**src/hw/rtl/lessc_pkg.sv**
```systemverilog
// Package: widths, register map, reset values and stage control type of the scan core.
package lessc_pkg;

	localparam int SIZE_W     = 11;
	localparam int SYM_W      = 8;
	localparam int ROWLEN_W   = 11;
	localparam int END_ROW_W  = 12;
	localparam int END_COL_W  = 10;
	localparam int PDATA_W    = 32;
	localparam int PADDR_W    = 3;

	localparam int MAX_COLS_DEF = 1024;
	localparam int MAX_ROWS_DEF = 4096;

	localparam logic [SYM_W-1:0]    EMPTY_SYMBOL_RST = 8'd46;
	localparam logic [ROWLEN_W-1:0] ROW_LENGTH_RST   = 11'd1024;

	// register index, taken from paddr[2]
	typedef enum logic [0:0] {
		REG_EMPTY_SYMBOL = 1'b0,
		REG_ROW_LENGTH   = 1'b1
	} reg_idx_t;

	// control that travels with a request through the compute stage
	typedef struct packed {
		logic valid;   // stage holds a request
		logic last;    // final cell of the map
		logic eol;     // final cell of its row
		logic row_nz;  // row above exists
	} stage_ctl_t;

endpackage

```
**src/hw/rtl/lessc_regs.sv**
```systemverilog
// Configuration registers behind the APB-style port.
module lessc_regs (
	input  logic                            clk,
	input  logic                            arst_n,
	input  logic                            psel,
	input  logic                            penable,
	input  logic                            pwrite,
	input  logic [lessc_pkg::PADDR_W-1:0]   paddr,
	input  logic [lessc_pkg::PDATA_W-1:0]   pwdata,
	output logic [lessc_pkg::PDATA_W-1:0]   prdata,
	output logic                            pready,
	output logic [lessc_pkg::SYM_W-1:0]     empty_symbol,
	output logic [lessc_pkg::ROWLEN_W-1:0]  row_length
);
	import lessc_pkg::*;

	logic [SYM_W-1:0]    empty_symbol_q;
	logic [ROWLEN_W-1:0] row_length_q;
	reg_idx_t            idx;
	logic                wr;

	assign idx   = reg_idx_t'(paddr[2]);
	assign wr    = psel && penable && pwrite;
	assign pready = 1'b1;

	always_ff @(posedge clk or negedge arst_n) begin
		if (!arst_n) begin
			empty_symbol_q <= EMPTY_SYMBOL_RST;
			row_length_q   <= ROW_LENGTH_RST;
		end else if (wr) begin
			unique case (idx)
				REG_EMPTY_SYMBOL: empty_symbol_q <= pwdata[SYM_W-1:0];
				REG_ROW_LENGTH:   row_length_q   <= pwdata[ROWLEN_W-1:0];
				default: ;
			endcase
		end
	end

	always_comb begin
		prdata = '0;
		unique case (idx)
			REG_EMPTY_SYMBOL: prdata = PDATA_W'(empty_symbol_q);
			REG_ROW_LENGTH:   prdata = PDATA_W'(row_length_q);
			default:          prdata = '0;
		endcase
	end

	assign empty_symbol = empty_symbol_q;
	assign row_length   = row_length_q;

endmodule

```
**config.mk**
```make
export PLATFORM = sky130hd
export DESIGN_NAME = lessc_regs
export DESIGN_NICKNAME = d
export VERILOG_FILES = /design/src/hw/rtl/lessc_pkg.sv /design/src/hw/rtl/lessc_regs.sv
export SDC_FILE = /design/constraint.sdc
export NUM_CORES = 1
export LEC_CHECK = 0
export ABC_AREA = 1
export BUFFER_PORTS_ARGS = -buffer_cell sky130_fd_sc_hd__buf_4
export CORE_MARGIN = 1
export CORE_UTILIZATION = 40
export DETAILED_ROUTE_END_ITERATION = 16
export MAX_ROUTING_LAYER = met4
export PLACE_DENSITY = 0.87
export SYNTH_ARGS = -nofsm -noshare
export SYNTH_HDL_FRONTEND = slang
export SYNTH_SLANG_ARGS = --single-unit
```
**constraint.sdc**
```tcl
create_clock -name clk -period 2.5 [get_ports clk]
set_clock_uncertainty 0.2 [all_clocks]
set_input_delay 0.5 -clock clk [delete_from_list [all_inputs] [get_ports clk]]
set_output_delay 0.5 -clock clk [all_outputs]
set_load 0.01 [all_outputs]
```
### Word-level counts from Yosys, hierarchy flattened

Cells that the tools add are included.

* flip-flop bits (word level): 19
* output and inout bits: 52
* input bits: 40
* word-level logic and storage cells: 8

* bitwise operators: 1
* reductions and logical operators: 4
* multiplexer cells: 1

Operator list (count)
* $pmux 32 s2: 1
* $reduce_and 2->1: 2
* $logic_and 1x1->1: 2
* $not 1->1: 1

### Logic depth before layout (Yosys ltp)

* depth in word-level cells: 3
* gate-level depth with buffers: 5
* mapped depth without buffers: 4

### Worst setup path after synthesis

No wires, ideal clock.

* kind: input -> output
* from: input paddr[2] (netlist bit)
* to: output prdata[0] (netlist bit)
* path buffers: 2
* cell stages on the path: 4
* path slack: 0.711 ns
* data required time: 1.800 ns
* arrival: 1.089 ns
* path through: clkbuf_2 clkbuf_1 nand2_1 nand2_1

* longest elaborated chain between the ends: 2

Ends and longest elaborated chain
* start: declaration: RTL line lessc_regs.sv:8 `input logic [lessc_pkg::PADDR_W-1:0] paddr,`
* $not 1->1 (no line)
* $pmux 32 s2 (*): RTL line lessc_regs.sv:41 `unique case (idx)`
* end: declaration: RTL line lessc_regs.sv:10 `output logic [lessc_pkg::PDATA_W-1:0] prdata,`

Every way passes the cells marked *; elsewhere a longest branch is shown, timed or not. The select of a mux whose other input is x is not followed.

### Final worst setup path

* from: input paddr[2] (netlist bit)
* to: output prdata[7] (netlist bit)

Same word-level chain as after synthesis.

==> impl_metrics.json <==
{
  "synth_area_per_cell_um2": 7.54,
  "ant_nets": 0,
  "nets": 226,
  "drive_gt1_share_pct": 30.8,
  "critPathKind": "input pin to primary output",
  "internal-power_mw": 0.591,
  "antenna_found_initial": 0,
  "port_buffers": 46,
  "cts.clk_slew.worst_paths_ps": 110,
  "min_from": "pwdata[10]",
  "netlist_instances": 142,
  "powerDensity_nw_per_um2": 647,
  "p_seq_share_pct": 47.4,
  "layout_commonest_cell": "nand2_1",
  "worst_pin_slew_ps": 526,
  "ys_warn_count": 0,
  "slew_violations": 0,
  "drtPass1Iterations": 4,
  "cts_root_buf": "clkbuf_4",
  "critPathRequiredTime_ps": 1800,
  "worstPathArrival_ps": 1240,
  "clock_latency_ps": 290,
  "dpl.cell_count": 210,
  "cp.buffers_inverters": 3,
  "grt_pass1_wl_um": 3330,
  "max_cap_viol_count": 0,
  "final_cells": 215,
  "reg2reg_slack_ps": 1570,
  "area.growth.synth_to_final_pct": 27.9,
  "worst_setup_path_end_kind": "primary output",
  "drt_iter0_drc": 23,
  "pin_count": 92,
  "core-area_um2": 2500,
  "avgRoutedWirePerCell_um": 9.94,
  "status": "finished clean",
  "dieHeight_um": 53.7,
  "period_minus_slack_ps": 1940,
  "start_util_pct": 42.8,
  "synth-compound-area-share_pct": 0,
  "hold_class": "input pin to flip-flop",
  "cts_buffer_depth": 2,
  "routed_wl_um": 2140,
  "cts_tree": "yes",
  "synth-simple-area-share_pct": 34.2,
  "avgViaCountPerCell": 4.37,
  "detailroute.via_count": 939,
  "die_x_um": 53.7,
  "hold_path_end": "row_length[10]",
  "seq_area_frac_synth_pct": 45.0,
  "hold_path_depth": 3,
  "relSlewSlack_pct": 64.8,
  "antenna_cells": 0,
  "swShare_pct": 33.3,
  "grt_max_degree": 25,
  "cp_slowest_cell": "inv_2",
  "r2r-end": "empty_symbol[1]",
  "p_leak_nw": 0.823,
  "synth_mux_area_share_pct": 0,
  "p_comb_share_pct": 35.3,
  "crit_chain": "buf_4 -> inv_2 -> nand2_1 -> nand2_1 -> buf_4",
  "grt_pass1_vias": 759,
  "drc": 0,
  "overflow": 0,
  "synth_top_family_by_area": "simple AND/OR/NAND/NOR gates",
  "cts_buffers": 3,
  "p_switching_mw": 0.295,
  "rr_worst_depth": 2,
  "gp_congestion": 0.686,
  "setup_violations": 0,
  "critPathTopFamily": "buffers and inverters",
  "cts_resized": 0,
  "ys_ff_latch": 19,
  "path_max_fanout": 24,
  "fmax_mhz": 515,
  "final_cell_mix": "nand2_1, buf_4, conb_1",
  "reg2reg_from": "empty_symbol[1]",
  "clock-sinks": 19,
  "synth_area_um2": 1070,
  "peakVddDrop_mv": 0.309,
  "grt.total_usage_pct": 16.7,
  "fin_crit_sh_pct": 77.7,
  "final.setup.tns_ps": 0,
  "dp_hpwl_um": 1510,
  "synth.distinct_cells": 13,
  "synth_xor_area_share_pct": 0,
  "final-hold-violation-count": 0,
  "dieArea_um2": 2890,
  "yosys.area_share.adder_pct": 0,
  "rsz0062_at_grt": "false",
  "power_frac_clock_pct": 17.3,
  "cp-start-kind": "input pin",
  "cts_max_level": 1,
  "crit_path_max_incr_delay_ps": 270,
  "rows": 18,
  "cts_setup_buffers": 0
}
## stage by stage
step / area, um^2 / setup slack [ps] / utilization [%] / hold WS, ps / power, mW
floorplan: 1150 / 711 / - / 4.41 / 0.592
global placement: 1330 / 555 / 53.3 / 182 / 0.734
detailed placement: 1330 / 540 / 53.3 / 186 / 0.742
CTS: 1370 / 549 / 54.8 / 218 / 0.895
global route: 1370 / 464 / 54.8 / 209 / 0.960
finish: 1370 / 556 / 54.8 / 221 / 0.886
## per-layer routing
metal	global-route usage [%]	up-vias	routed length [um]
met3	2.54	2	120
met5	-	-	0
met1	20.5	418	912
met4	5.26	0	9
li1	-	481	-
met2	28.0	38	1090
## Yosys cell counts
| master | instances | area share [%] |
|---|---|---|
| nand2_1 | 66 | 23 |
| clkbuf_2 | 1 | 0.47 |
| dfrtp_1 | 14 | 33 |
| nand3_1 | 19 | 8.9 |
| conb_1 | 2 | 0.70 |
| dfstp_2 | 5 | 12 |
| nand4_1 | 2 | 1.2 |
| nor2_4 | 1 | 1.1 |
| clkbuf_1 | 1 | 0.35 |
| inv_2 | 1 | 0.35 |
| inv_1 | 4 | 1.4 |
| buf_2 | 3 | 1.4 |
| buf_4 | 23 | 16 |
## flip-flops by register name, summed over array words and instances (netlist names)
| register | flops |
|---|---|
| empty_symbol | 8 |
| row_length | 11 |
## worst reg2reg max path, stage by stage (launching register included)
cell	delay, ps
dfstp_2	560
nand2_1	50
nand2_1	70
## worst max path at each step
stage,start,end,slack (ps),cells past startpoint
6_report,paddr[2],prdata[7],560,5
5_1_grt,paddr[2],prdata[7],460,5
3_5_place_dp,paddr[2],empty_symbol[7],540,5
4_1_cts,paddr[2],prdata[1],550,5
2_1_floorplan,paddr[2],prdata[0],710,4
3_3_place_gp,paddr[2],prdata[7],560,5
## cell type report
class	instances	area [um^2]
clock inverter	1	5.00
inverter	5	18.8
sequential	19	482
fill	240	1130
clock buffer	3	22.5
timing repair buffer	47	355
multi-input combinational	110	449
tap	30	37.5
## power groups by stage
stage	clock network (mW)	registers (mW)	logic, mW
after floorplan	0	0.450	0.142
after global placement	0	0.425	0.309
after detailed placement	0	0.427	0.315
after CTS	0.158	0.421	0.316
after global routing	0.176	0.430	0.354
final	0.153	0.420	0.313
## timing repair
action | 4_1_cts | 5_1_grt
endpoints found under the hold margin | 14 | 0
hold buffers | 1 | 0
endpoints found under the setup margin | 0 | 0
## cell families after synthesis
| logic type | Yosys count |
|---|---|
| and+or+nand+nor | 88 |
| buffers and inverters | 33 |
| DFF | 19 |
| other | 2 |
(Power assumes the default switching activity.)
