File: src/hw/rtl/lessc_pkg.sv
// Package: widths, register map, reset values and stage control type of the scan core.
package lessc_pkg;

	localparam int SIZE_W     = 11;
	localparam int SYM_W      = 8;
	localparam int ROWLEN_W   = 11;
	localparam int END_ROW_W  = 12;
	localparam int END_COL_W  = 10;
	localparam int PDATA_W    = 32;
	localparam int PADDR_W    = 3;

	localparam int MAX_COLS_DEF = 1024;
	localparam int MAX_ROWS_DEF = 4096;

	localparam logic [SYM_W-1:0]    EMPTY_SYMBOL_RST = 8'd46;
	localparam logic [ROWLEN_W-1:0] ROW_LENGTH_RST   = 11'd1024;

	// register index, taken from paddr[2]
	typedef enum logic [0:0] {
		REG_EMPTY_SYMBOL = 1'b0,
		REG_ROW_LENGTH   = 1'b1
	} reg_idx_t;

	// control that travels with a request through the compute stage
	typedef struct packed {
		logic valid;   // stage holds a request
		logic last;    // final cell of the map
		logic eol;     // final cell of its row
		logic row_nz;  // row above exists
	} stage_ctl_t;

endpackage

File: src/hw/rtl/lessc_front.sv
// Input stage: request register, column and row counters, line store read issue.
module lessc_front #(
	parameter int MAX_COLS = lessc_pkg::MAX_COLS_DEF,
	parameter int MAX_ROWS = lessc_pkg::MAX_ROWS_DEF,
	parameter int CW       = (MAX_COLS > 1) ? $clog2(MAX_COLS) : 1,
	parameter int RW       = (MAX_ROWS > 1) ? $clog2(MAX_ROWS) : 1
) (
	input  logic                           clk,
	input  logic                           arst_n,
	input  logic                           cell_valid,
	output logic                           cell_stall,
	input  logic [lessc_pkg::SYM_W-1:0]    cell_byte,
	input  logic                           last_cell,
	input  logic [lessc_pkg::ROWLEN_W-1:0] row_length,
	input  logic                           fire,
	output lessc_pkg::stage_ctl_t          ctl_s1,
	output logic [lessc_pkg::SYM_W-1:0]    byte_s1,
	output logic [CW-1:0]                  col_s1,
	output logic [RW-1:0]                  row_s1,
	output logic                           rd_en,
	output logic [CW-1:0]                  rd_addr
);
	import lessc_pkg::*;

	localparam int CMP_W = (ROWLEN_W > CW + 1) ? ROWLEN_W : CW + 1;
	localparam logic [RW-1:0]    ROW_MAX  = RW'(MAX_ROWS - 1);
	localparam logic [CMP_W-1:0] COLS_MAX = CMP_W'(MAX_COLS);

	logic [CW-1:0]    col_q;
	logic [RW-1:0]    row_q;
	logic [CMP_W-1:0] rl_x;
	logic [CMP_W-1:0] eff_len;
	logic [CMP_W-1:0] col_inc;
	logic             eol;
	logic             accept;

	assign rl_x = CMP_W'(row_length);

	always_comb begin
		if (row_length == '0) begin
			eff_len = CMP_W'(1);
		end else if (rl_x > COLS_MAX) begin
			eff_len = COLS_MAX;
		end else begin
			eff_len = rl_x;
		end
	end

	assign col_inc    = CMP_W'(col_q) + CMP_W'(1);
	assign eol        = (col_inc >= eff_len);
	assign cell_stall = ctl_s1.valid && !fire;
	assign accept     = cell_valid && !cell_stall;
	assign rd_en      = accept;
	assign rd_addr    = col_q;

	always_ff @(posedge clk or negedge arst_n) begin
		if (!arst_n) begin
			col_q  <= '0;
			row_q  <= '0;
			ctl_s1 <= '0;
		end else begin
			if (accept) begin
				ctl_s1.valid  <= 1'b1;
				ctl_s1.last   <= last_cell;
				ctl_s1.eol    <= eol;
				ctl_s1.row_nz <= (row_q != '0);
				if (last_cell) begin
					col_q <= '0;
					row_q <= '0;
				end else if (eol) begin
					col_q <= '0;
					if (row_q != ROW_MAX) begin
						row_q <= row_q + RW'(1);
					end
				end else begin
					col_q <= col_inc[CW-1:0];
				end
			end else if (fire) begin
				ctl_s1.valid <= 1'b0;
			end
		end
	end

	// payload, no reset
	always_ff @(posedge clk) begin
		if (accept) begin
			byte_s1 <= cell_byte;
			col_s1  <= col_q;
			row_s1  <= row_q;
		end
	end

endmodule

File: config.mk
export PLATFORM = sky130hd
export DESIGN_NAME = lessc_front
export DESIGN_NICKNAME = d
export VERILOG_FILES = /design/src/hw/rtl/lessc_pkg.sv /design/src/hw/rtl/lessc_front.sv
export SDC_FILE = /design/constraint.sdc
export NUM_CORES = 1
export LEC_CHECK = 0
export BUFFER_PORTS_ARGS = -buffer_cell sky130_fd_sc_hd__buf_2
export CELL_PAD_IN_SITES_DETAIL_PLACEMENT = 1
export CELL_PAD_IN_SITES_GLOBAL_PLACEMENT = 1
export CORE_MARGIN = 2
export CORE_UTILIZATION = 35
export DETAILED_ROUTE_END_ITERATION = 8
export PLACE_DENSITY = 0.69
export SYNTH_ARGS = -nofsm -noshare
export SYNTH_HDL_FRONTEND = slang
export SYNTH_SLANG_ARGS = --single-unit
export TNS_END_PERCENT = 20
File: constraint.sdc
create_clock -name clk -period 8 [get_ports clk]
set_clock_uncertainty 0.1 [all_clocks]
set_input_delay 2 -clock clk [delete_from_list [all_inputs] [get_ports clk]]
set_output_delay 2 -clock clk [all_outputs]
set_load 0.01 [all_outputs]
* Word-level counts from Yosys, hierarchy flattened
Index checks and enable logic that the tools add are counted.
** Operators by class
- Add/sub/neg operators :: 2
- Order comparisons :: 2
- Equal/unequal tests :: 1
- Muxes and demuxes :: 9
- Reductions and logical operators :: 10
** Operator list (count)
- 12-bit 2-to-1 mux :: 3
- 11-bit 2-to-1 mux :: 2
- 10-bit 2-to-1 mux :: 2
- 12-bit by 1-bit adder with 12-bit output (second input constant) :: 1
- 12-bit != test (second input constant) :: 1
- 12-bit nonzero test :: 1
- 10-bit by 1-bit adder with 11-bit output (second input constant) :: 1
- 11-bit greater-or-equal comparator :: 1
- 11-bit greater-than comparator (second input constant) :: 1
- 11-bit logical NOT :: 1
- 2-bit nonzero test :: 3
- 3-bit AND reduction :: 1
- 1-bit logical AND :: 2
- 1-bit logical NOT :: 2
- 1-bit 2-to-1 mux :: 2
** Word-level totals
- Register bits :: 56
- Input bits :: 24
- Output and inout bits :: 46
- Word-level logic and storage cells :: 33

* Logic depth before layout (Yosys ltp)
Gate-level depths: netlist (run 1).
- Word-level depth :: 6
- Gate-level depth with buffers :: 13
- Gate-level depth less buffers :: 12

* Worst setup path after synthesis (run 1)
OpenSTA, ideal clock, no wires.
- Path kind :: input port to output port
- From :: in fire
- To :: out rd_en
- Data arrival time :: 2845 ps
- Data required time :: 5900 ps
- Path slack :: 3055 ps
- Stages on the path :: 4
- Path buffers :: 1
- Cell sequence :: nand2b_1 > nand2_1 > inv_1 > buf_2
** Between the ends
- Longest elaborated chain between the ends :: 4
** Ends and longest elaborated chain
- start: declaration :: line lessc_front.sv:15 : input logic fire,
- 1-bit logical NOT :: line lessc_front.sv:51 : assign cell_stall = ctl_s1.valid && !fire;
- 1-bit logical AND :: line lessc_front.sv:51
- 1-bit logical NOT :: line lessc_front.sv:52 : assign accept = cell_valid && !cell_stall;
- 1-bit logical AND :: line lessc_front.sv:52
- end: declaration :: line lessc_front.sv:20 : output logic rd_en,
Every way passes these cells.

* Worst setup path after layout (run 1)
Same ends and word-level chain as after synthesis.

==> results of run 1 <==
==> cell type report <==
| cell class | instances | area (um^2) | share of cell area [%] |
|---|---|---|---|
| multi-input combinational | 158 | 1100 | 33.9 |
| sequential | 56 | 1550 | 47.7 |
| tap | 102 | 128 | 3.92 |
| timing repair buffer | 71 | 360 | 11.1 |
| clock buffer | 7 | 76.3 | 2.34 |
| clock inverter | 1 | 5.00 | 0.154 |
| inverter | 8 | 30.0 | 0.922 |
==> critical path: cells and delay by family <==
family	cells	cell delay, ns
buf+inv	4	0.65
simple gates	2	0.25
==> power by group through the flow <==
stage	clock (mW)	sequential, mW	combinational, mW
floorplan	0	0.342	0.0426
global placement	0	0.339	0.0786
detailed placement	0	0.340	0.0799
CTS	0.154	0.333	0.0804
global route	0.164	0.335	0.0890
finish	0.149	0.333	0.0782
==> per-layer routing <==
layer	global-route usage, %	vias up	share of wire (%)
met5	0	-	0
met4	4.85	0	1.3
met3	2.36	6	4.0
met2	24.1	49	48
met1	20.8	1044	46
li1	-	1010	-
==> cell families after synthesis <==
| kind of cell | Yosys count | synth area share, % |
|---|---|---|
| AOI/OAI and AO/OA | 51 | 15.8 |
| xor gates and xnor gates | 8 | 2.56 |
| adders and majority gates | 14 | 6.40 |
| buffers and inverters | 17 | 2.97 |
| DFF | 56 | 56.7 |
| and+or+nand+nor | 85 | 15.6 |
==> flip-flops by register name, indices dropped and copies added (netlist names) <==
signal,count
col_s1,10
row_s1,12
rd_addr,10
row_q,12
byte_s1,8
ctl_s1,4
==> worst min path at each step <==
| stage | depth (start not counted) | slack [ns] | start | endpoint |
|---|---|---|---|---|
| 6_report | 2 | 0.42 | ctl_s1[2] | ctl_s1[2] |
| 3_3_place_gp | 2 | 0.39 | ctl_s1[2] | ctl_s1[2] |
| 3_5_place_dp | 2 | 0.38 | ctl_s1[2] | ctl_s1[2] |
| 4_1_cts | 2 | 0.42 | ctl_s1[2] | ctl_s1[2] |
| 2_1_floorplan | 0 | 0.32 | row_q[9] | row_s1[9] |
| 5_1_grt | 2 | 0.47 | ctl_s1[1] | ctl_s1[1] |
==> per-stage QoR <==
step	setup WS [ns]	hold WS (ns)	cells	util (%)	area, um^2
after detailed placement	3.02	0.380	395	41.5	3170
after global placement	3.04	0.393	395	41.5	3170
after global routing	2.91	0.475	403	42.6	3260
final	3.00	0.419	403	42.6	3260
after floorplan	3.05	0.324	231	-	2740
after CTS	3.01	0.422	403	42.6	3260
==> cells in the final DEF (no fill, tap or decap), types with 2 or more instances in the layout <==
| master | count |
|---|---|
| a21oi_4 | 2 |
| a31oi_1 | 6 |
| ha_1 | 14 |
| clkbuf_8 | 5 |
| nand2_1 | 27 |
| nor3_1 | 4 |
| and2_1 | 2 |
| a41o_1 | 5 |
| nor4_1 | 5 |
| nor2_1 | 13 |
| buf_2 | 69 |
| nand3_1 | 12 |
| clkinv_1 | 2 |
| inv_1 | 6 |
| xnor2_1 | 5 |
| a21o_1 | 2 |
| nand4_1 | 2 |
| clkbuf_1 | 2 |
| a32o_1 | 10 |
| o21ai_0 | 6 |
| buf_4 | 2 |
| xor2_1 | 3 |
| and3_1 | 8 |
| nand2b_1 | 5 |
| a21oi_1 | 9 |
| edfxtp_1 | 30 |
| dfrtp_1 | 26 |
==> summary.txt, run 1 <==
STA
  • Worst slew margin: ~44%
  • Final hold vios: 0
  • Worst slew pin tran: approximately 0.84 ns
  • Final Max Tran Viols: 0
  • Fmax: 200 MHz
  • Period utilization: 62.4%
  • Fin crit period: 5.00 ns
  • Endpoints failing setup: 0
  • Post-route setup TNS: 0 ns
  • RSZ-0062 raised after global routing: false

Setup path
  • Crit path top cell by count: buf_2
  • CP max stage delay: around 0.31 ns
  • Worst Path Max Fanout: 32
  • Arrival time at the worst endpoint: 2.90 ns
  • Reg2reg path depth: 11
  • CP cell instances: buf_2 -> nand2b_1 -> nand2_1 -> buf_4 -> inv_1 -> buf_2
  • Critical path origin: fire
  • Startpoint types: input port
  • Reg2reg setup slack: around 4.6 ns
  • Req. time, crit path: 5.90 ns
  • Worst R2R End: row_q[11]
  • Setup crit end: rd_en
  • Slowest cell on crit path: buf_4
  • Critical R2R Launch: rd_addr[0]
  • Crit Path Category: input port to primary output
  • Critical Path Sink Type: primary output

GRT
  • Number of global-route vias before repair: between 2000 and 2500
  • Largest net degree at the start of global routing: 43
  • Gr ovfl total: 0
  • Gr usage total: between 10% and 20%
  • Initial antenna violation count: 0
  • First-pass GRT wire length: 10200 um

Floorplan
  • CORE AREA: around 0.0076 mm^2
  • Die footprint: between 0.008 and 0.009 mm^2
  • Ports: 70
  • Number of placement rows: 32
  • Chip height: 92.4 um
  • Die Wd: about 92 um
  • Initial core utilization: between 30% and 40%

Clocking
  • # resized after CTS: 0
  • Clock Tree Buf Depth: 2
  • CTS sink count: 56
  • Post-CTS setup-driven buffer insertion count: 0
  • CTS hold repair buffers: 0
  • H-tree level count: 2
  • Clock Pin Slew Worst Setup and Hold Paths: 0.09 ns
  • Clock buffer count from CTS: 5
  • Root buffer cell: clkbuf_8
  • CTS tree: yes
  • Clock Latency Late Sink: 0.31 ns

Yosys
  • Largest area contributor in the netlist: edfxtp_1
  • Syn_nets: between 200 and 300
  • Yosys top cell area share: approximately 33%
  • Most frequent cells after synthesis: 30 x edfxtp_1, 27 x nand2_1, 26 x dfrtp_1
  • Sequential share of the synthesized area: a little under three fifths
  • Post-synth cell types: between 40 and 50
  • Most frequent cell after synthesis: edfxtp_1
  • Mapped cell area: around 0.0027 mm^2
  • EDFF count, synth: 30
  • Flops & latches, synth: between 50 and 60
  • YS warnings: 0
  • Synthesized area per cell: roughly 12 um^2
  • Cells after synthesis: 231
  • Main flop type after synthesis: edfxtp_1
  • Ranking of synthesized cells by area: edfxtp_1 33%, dfrtp_1 24%, ha_1 6.4%
  • Asr flop ratio synth: between 40% and 50%

Flow run
  • Max-capacitance violation count: 0

Route
  • Detail Route Antenna Nets: 0
  • Via-per-instance ratio: about 5.2
  • Detailed Route WL: 6230 um
  • Drt pass-1 iters: 4
  • Detailed-route DRC error count: 0
  • Vias: around 2100
  • DRT iter0 DRCs: roughly 100
  • Routed length per instance: about 15 um

Power and ir drop
  • Pint: approximately 410 uW
  • Seq pwr share: between 50% and 60%
  • Logic pwr share: about 14%
  • Clock network power share: a little over a quarter
  • Leakage: 1.48 nW
  • Net Sw Frac: about a quarter
  • VDD IR max: 0.0637 mV
  • Tot Pwr: ~560 uW
  • Psw: 146 uW
  • Power Density: between 150 and 200 mW/mm^2

Cells and area
  • Share of cells above drive strength 1: between 20% and 30%
  • Diodes inserted: 0
  • Nets@finish: 338
  • Fill cells: 872
  • Synth-to-layout area growth: 18.9%

Placed design
  • Hpwl dp: 4530 um
  • PortBufs: between 60 and 70
  • GP Congestion: around 0.8

Run status
  • Run status: finished clean

Min path
  • Class of the worst hold path: flop to flop
(Power assumes the default switching activity.)
==> inputs of run 2 (changes only) <==
ABC_AREA = 1   (was not set)
PLACE_DENSITY = 0.71   (was 0.69)
clock period = 5 ns   (was 8 ns; I/O delays follow)
==> run 2 against run 1 <==
Net effect:
- sequential power up 69%
- flip-flop and latch count unchanged
- setup slack lost 1.7 ns
- count of clock-buffer cells in the layout shrank 1
- critical endpoint is now row_q[11]
- first-iteration DRC count fell by 19%
- combinational power grew 130%
- die area up 4.5%
- largest cell class unchanged
- total power increased by 77%
- register-to-register slack got worse by 2.9 ns
==> summary.txt, run 2 <==
STA
  • Fmax: approximately 270 MHz
  • Endpoints failing setup: 0
  • Worst slew pin tran: around 0.84 ns
  • Period utilization: 74.9%
  • WHS: 0.401 ns
  • Final WS setup: 1.25 ns
  • Post-route setup TNS: 0 ns
  • RSZ-0062 raised after global routing: false
  • Worst slew margin: 43.5%
  • Final Max Tran Viols: 0
  • Fin crit period: 3.75 ns
  • Final hold vios: 0

Setup path
  • Reg2reg setup slack: roughly 1.8 ns
  • Critical Path Sink Type: flop
  • Worst Path Max Fanout: 13
  • CP max stage delay: around 0.32 ns
  • CP cell instances: buf_2 -> or2_1 -> nor4_1 -> nand3_1 -> nand2_2 -> nand2_1 -> ha_1 -> nand2_1 -> nor2_1 -> nand2_1 -> nor2_1 -> nor2_1 -> nand3_2 -> nand3_2 -> nand2_1 -> nand2_1
  • Crit Path Category: input port to flop
  • Startpoint types: input port
  • Crit path top cell by count: nand2_1
  • Worst R2R End: row_q[11]
  • Critical path buffers and inverters: 1
  • Critical R2R Launch: rd_addr[0]
  • Req. time, crit path: 5.10 ns
  • Delay-heaviest family, CP: simple AND/OR/NAND/NOR gates
  • Reg2reg path depth: 17
  • Arrival time at the worst endpoint: 3.84 ns
  • Slowest cell on crit path: nor4_1

Power and ir drop
  • Logic pwr share: between 10% and 20%
  • Net Sw Frac: 29.7%
  • Seq pwr share: between 50% and 60%
  • Tot Pwr: about 1000 uW
  • Leakage: between 1.5 and 2 nW
  • VDD IR max: 0.111 mV
  • Psw: slightly below 300 uW
  • Power Density: ~300 mW/mm^2
  • Pint: 697 uW
  • Clock network power share: 25.3%

Yosys
  • YS warnings: 0
  • Syn_nets: about 350
  • Adder-cell share of the synthesized area: about 6.1%
  • Largest area contributor in the netlist: edfxtp_1
  • Post-synth cell types: 29
  • EDFF count, synth: 30
  • Largest family of logic cells by synthesized area: simple AND/OR/NAND/NOR gates
  • Most frequent cells after synthesis: 92 x nand2_1, 33 x nor2_1, 31 x inv_1
  • Sequential share of the synthesized area: between 50% and 60%
  • Ranking of synthesized cells by area: edfxtp_1 31%, dfrtp_1 23%, nand2_1 12%
  • Cells after synthesis: ~320
  • Multiplexer share of the synthesized area: 0%
  • Synthesized area per cell: a little over 9 um^2
  • Simple-gate portion of the synthesized area: between 20% and 30%
  • Most frequent cell after synthesis: nand2_1
  • Flops & latches, synth: 56
  • Synth Area in XOR/XNOR: around 2.4%
  • Post-synthesis compound-gate area fraction: approximately 3%
  • Main flop type after synthesis: edfxtp_1
  • Mapped cell area: around 0.0029 mm^2
  • Asr flop ratio synth: 46.4%
  • Yosys top cell area share: between 30% and 40%

Clocking
  • Clock Latency Late Sink: about 0.31 ns
  • Clock Tree Buf Depth: 2
  • Post-CTS setup-driven buffer insertion count: 0
  • H-tree level count: 2
  • Root buffer cell: clkbuf_8
  • Clock buffer count from CTS: 5
  • CTS hold repair buffers: 0
  • CTS sink count: 56
  • Clock Pin Slew Worst Setup and Hold Paths: around 0.10 ns
  • CTS tree: yes
  • # resized after CTS: 0

Floorplan
  • Ports: 70
  • Chip height: around 94 um
  • Number of placement rows: 33
  • CORE AREA: about 0.008 mm^2
  • Initial core utilization: 35.4%
  • Die Wd: between 90 and 100 um
  • Die footprint: 0.00893 mm^2

Min path
  • Hold_sp: ctl_s1[2]
  • Hold Path End: ctl_s1[2]
  • Worst Hold Depth: 2
  • Class of the worst hold path: flop to flop

Cells and area
  • Reg area: between 0.0015 and 0.002 mm^2
  • Largest registers: row_q x12, row_s1 x12
  • Multi-input logic area: between 0.001 and 0.0015 mm^2
  • Synth-to-layout area growth: 18.6%
  • Fill cells: ~1000
  • Nets@finish: between 400 and 500
  • Non-filler instance count after layout: 490
  • Share of cells above drive strength 1: 23.4%
  • Commonest non-fill, non-tap cells in the layout: 92 x nand2_1, 69 x buf_2, 33 x nor2_1
  • Diodes inserted: 0
  • Commonest non-fill, non-tap cell in the layout: nand2_1

Route
  • Drt pass-1 iters: 4
  • Detailed Route WL: 7010 um
  • Detail Route Antenna Nets: 0
  • Via-per-instance ratio: around 5
  • DRT iter0 DRCs: 84
  • Vias: around 2400
  • Routed length per instance: about 14 um
  • Detailed-route DRC error count: 0

GRT
  • GRT busiest layer: met2
  • Number of global-route vias before repair: between 2000 and 2500
  • First-pass GRT wire length: between 10000 and 15000 um
  • Gr usage total: 16.8%
  • Largest net degree at the start of global routing: 50
  • Met1 GRT Util: between 20% and 30%
  • GR Layer Usage met2: between 20% and 30%
  • Initial antenna violation count: 0
  • Gr ovfl total: 0
  • Met3 GRT Util: ~2.9%

Placed design
  • Hpwl dp: 5270 um
  • Placed insts: 482
  • PortBufs: just under 70
  • GP Congestion: 0.843
  • Pre-CTS WS: ~0.9 ns

Run status
  • Run status: finished clean

Flow run
  • Max-capacitance violation count: 0
run 2: cell count changes in the layout (fill, tap and decap cells not counted), sizes merged, moves of 6 or more:
| cell | previous run | this run |
|---|---|---|
| and3 | 8 | 0 |
| nand3 | 12 | 20 |
| a32o | 10 | 0 |
| inv | 6 | 32 |
| nand2 | 27 | 95 |
| nor2 | 13 | 36 |
| a21oi | 12 | 6 |
| nand4 | 2 | 16 |
run 2: worst max path at each step:
stage                        from   endpoint  slack (ns)  cells past startpoint
floorplan                    fire      rd_en        1.44                      6
global placement    row_length[2]   row_q[9]        1.04                     16
detailed placement  row_length[2]   row_q[8]        0.90                     16
CTS                 row_length[2]   row_q[8]        1.23                     16
global route        row_length[2]   row_q[9]        0.95                     16
finish              row_length[2]  row_q[11]        1.25                     16
run 2: worst register-to-register path: cells and delay by family (launching register included):
kind | cells | cell delay, ns
buf+inv | 2 | 0.13
flops | 1 | 0.46
simple gates | 11 | 1.58
compound gates | 1 | 0.19
xor+xnor | 1 | 0.13
fa+ha+maj | 2 | 0.54
run 2: power by group through the flow:
| stage | clock network, mW | logic (mW) | registers, mW |
|---|---|---|---|
| after floorplan | 0 | 0.0950 | 0.580 |
| after global placement | 0 | 0.177 | 0.572 |
| after detailed placement | 0 | 0.182 | 0.572 |
| after CTS | 0.260 | 0.183 | 0.562 |
| after global routing | 0.276 | 0.209 | 0.568 |
| final | 0.250 | 0.179 | 0.562 |
run 2: cell families after synthesis:
kind of cell / count (synthesis)
AOI/OAI and AO/OA: 16
buffers and inverters: 41
xor gates and xnor gates: 8
adders and majority gates: 14
DFF: 56
and+or+nand+nor: 180
run 2: metrics by stage:
step / utilization, % / area [um^2]
after detailed placement: 40.9 / 3310
after global placement: 40.9 / 3310
after global routing: 42.0 / 3400
after CTS: 42.0 / 3400
final: 42.0 / 3400
after floorplan: - / 2870
run 2: routing by layer:
layer  vias up  share of wire, %
li1       1182                 -
met1      1145                48
met2        49                47
met3         4               4.2
met4         0              0.76
met5         -                 0
run 2: layout make-up:
class | count | area share (%)
sequential | 56 | 45.7
multi-input combinational | 218 | 33.7
timing repair buffer | 71 | 10.6
tap | 105 | 3.87
inverter | 32 | 3.53
clock buffer | 6 | 2.14
clock inverter | 2 | 0.479
==> inputs of run 3 (changes only) <==
clock period = 3.52 ns   (was 5 ns; I/O delays follow)
==> run 3 against run 2 <==
Net effect:
- critical endpoint is now row_q[8]
- clock power rose by 67%
- count of clock-buffer cells in the layout did not move
- worst hold slack got worse by 0.0021 ns
- final area rose by 1.2%
- global-route usage rose by 0.29 points
- sequential power rose by 42%
- first-iteration DRC count rose by 4.8%
- setup slack got worse by 0.90 ns
- total power rose by 49%
- highest routed layer unchanged
==> summary.txt, run 3 (synthesized netlist as in run 2, its figures left out) <==
Min path
  • Worst Hold Depth: 2
  • Class of the worst hold path: flop to flop

Route
  • DRT iter0 DRCs: 88
  • Drt pass-1 iters: 4
  • Detailed Route WL: about 7000 um
  • Met2 routed WL: 3330 um
  • Detailed-route DRC error count: 0
  • Met3 WL: 327 um
  • Via-per-instance ratio: roughly 4.8
  • WL met1: 3330 um
  • Routed length per instance: ~14 um
  • Detail Route Antenna Nets: 0
  • Vias: 2379
  • Top Layer Used: met4

Floorplan
  • Die Wd: approximately 94 um
  • Number of placement rows: 33
  • CORE AREA: a little over 0.008 mm^2
  • Initial core utilization: between 30% and 40%
  • Ports: 70
  • Die footprint: 0.00893 mm^2
  • Chip height: 94.5 um

STA
  • Final WS setup: approximately 0.36 ns
  • Final hold vios: 0
  • Worst slew margin: a little over two fifths
  • Fin crit period: 3.16 ns
  • Period utilization: around nine tenths
  • RSZ-0062 raised after global routing: false
  • Endpoints failing setup: 0
  • Worst slew pin tran: about 0.84 ns
  • WHS: 0.399 ns
  • Fmax: roughly 320 MHz
  • Final Max Tran Viols: 0

Power and ir drop
  • Leakage: ~1.7 nW
  • Power Density: around 430 mW/mm^2
  • VDD IR max: approximately 0.17 mV

Run status
  • Run status: finished clean

Cells and area
  • Fill cells: approximately 1000
  • Diodes inserted: 0
  • Share of cells above drive strength 1: a little under a quarter
  • Largest registers: row_q x12, row_s1 x12
  • Synth-to-layout area growth: 20.0%
  • Commonest non-fill, non-tap cells in the layout: 92 x nand2_1, 69 x buf_2, 33 x nor2_1
  • Final Cell Area: between 0.003 and 0.004 mm^2
  • Commonest non-fill, non-tap cell in the layout: nand2_1
  • Nets@finish: roughly 430

Setup path
  • Crit Path Category: input port to flop
  • Reg2reg path depth: 17
  • Critical Path Sink Type: flop
  • Req. time, crit path: between 3 and 4 ns
  • Arrival time at the worst endpoint: between 3 and 4 ns
  • Startpoint types: input port
  • Worst Path Max Fanout: 12

Placed design
  • GP Congestion: between 0.8 and 0.9
  • Hpwl dp: 5360 um
  • Placed cell area: approximately 0.0033 mm^2
  • PortBufs: a little under 70
  • Pre-CTS WS: -0.0303 ns

Clocking
  • H-tree level count: 2
  • Post-CTS setup-driven buffer insertion count: 0
  • # resized after CTS: 0
  • Clock Tree Buf Depth: 2
  • Clock Pin Slew Worst Setup and Hold Paths: approximately 0.090 ns
  • Clock buffer count from CTS: 5
  • CTS tree: yes
  • CTS sink count: 56
  • Root buffer cell: clkbuf_8
  • Clock Latency Late Sink: between 0.3 and 0.4 ns
  • CTS hold repair buffers: 0

GRT
  • First-pass GRT wire length: ~12000 um
  • Gr usage total: ~17%
  • Number of global-route vias before repair: ~2400
  • Gr ovfl total: 0
  • Largest net degree at the start of global routing: 27
  • Initial antenna violation count: 0

Flow run
  • Max-capacitance violation count: 0
## run 3: final timing paths
path	from	endpoint	slack, ns
min	ctl_s1[2]	ctl_s1[2]	0.40
max	row_length[2]	row_q[8]	0.36
min in group asynchronous	arst_n	row_q[7]	0.47
min reg2reg	ctl_s1[2]	ctl_s1[2]	0.40
max reg2reg	rd_addr[0]	row_q[8]	0.59
max in group asynchronous	arst_n	ctl_s1[1]	2.44
## run 3: layout make-up
class	count	area, um^2	share of cell area (%)
timing repair buffer	74	383	11.1
clock buffer	6	72.6	2.11
clock inverter	2	35.0	1.02
multi-input combinational	218	1150	33.3
inverter	32	120	3.49
sequential	56	1550	45.1
tap	105	131	3.82
## run 3: stage by stage
stage	utilization [%]	power (mW)	instances	TNS, ns
2_1_floorplan	-	0.958	315	0
5_1_grt	42.5	1.56	493	0
6_report	42.5	1.48	493	0
3_3_place_gp	41.2	1.07	485	0
4_1_cts	42.5	1.50	493	0
3_5_place_dp	41.2	1.08	485	-0.101
## run 3: worst max-delay path: stages
cell     delay (ns)
buf_2          0.10
or2_1          0.21
nor4_1         0.31
nand3_1        0.14
nand2_2        0.18
nand2_1        0.09
ha_1           0.28
nand2_1        0.08
nor2_2         0.16
inv_1          0.06
a21oi_1        0.16
nor2_1         0.08
nand3_2        0.07
nand3_2        0.25
nand2_1        0.15
nand2_1        0.06
## run 3: per-layer routing
layer	vias to the layer above	global-route usage (%)
met4	0	4.35
met5	-	0
li1	1187	-
met2	61	28.6
met3	6	2.23
met1	1125	23.4
## run 3: power by group
group	total [mW]	switching [mW]	internal, mW	leakage (nW)
clock	0.418	0.206	0.212	0.0552
sequential	0.798	0.0443	0.753	0.645
combinational	0.261	0.163	0.0977	1.01
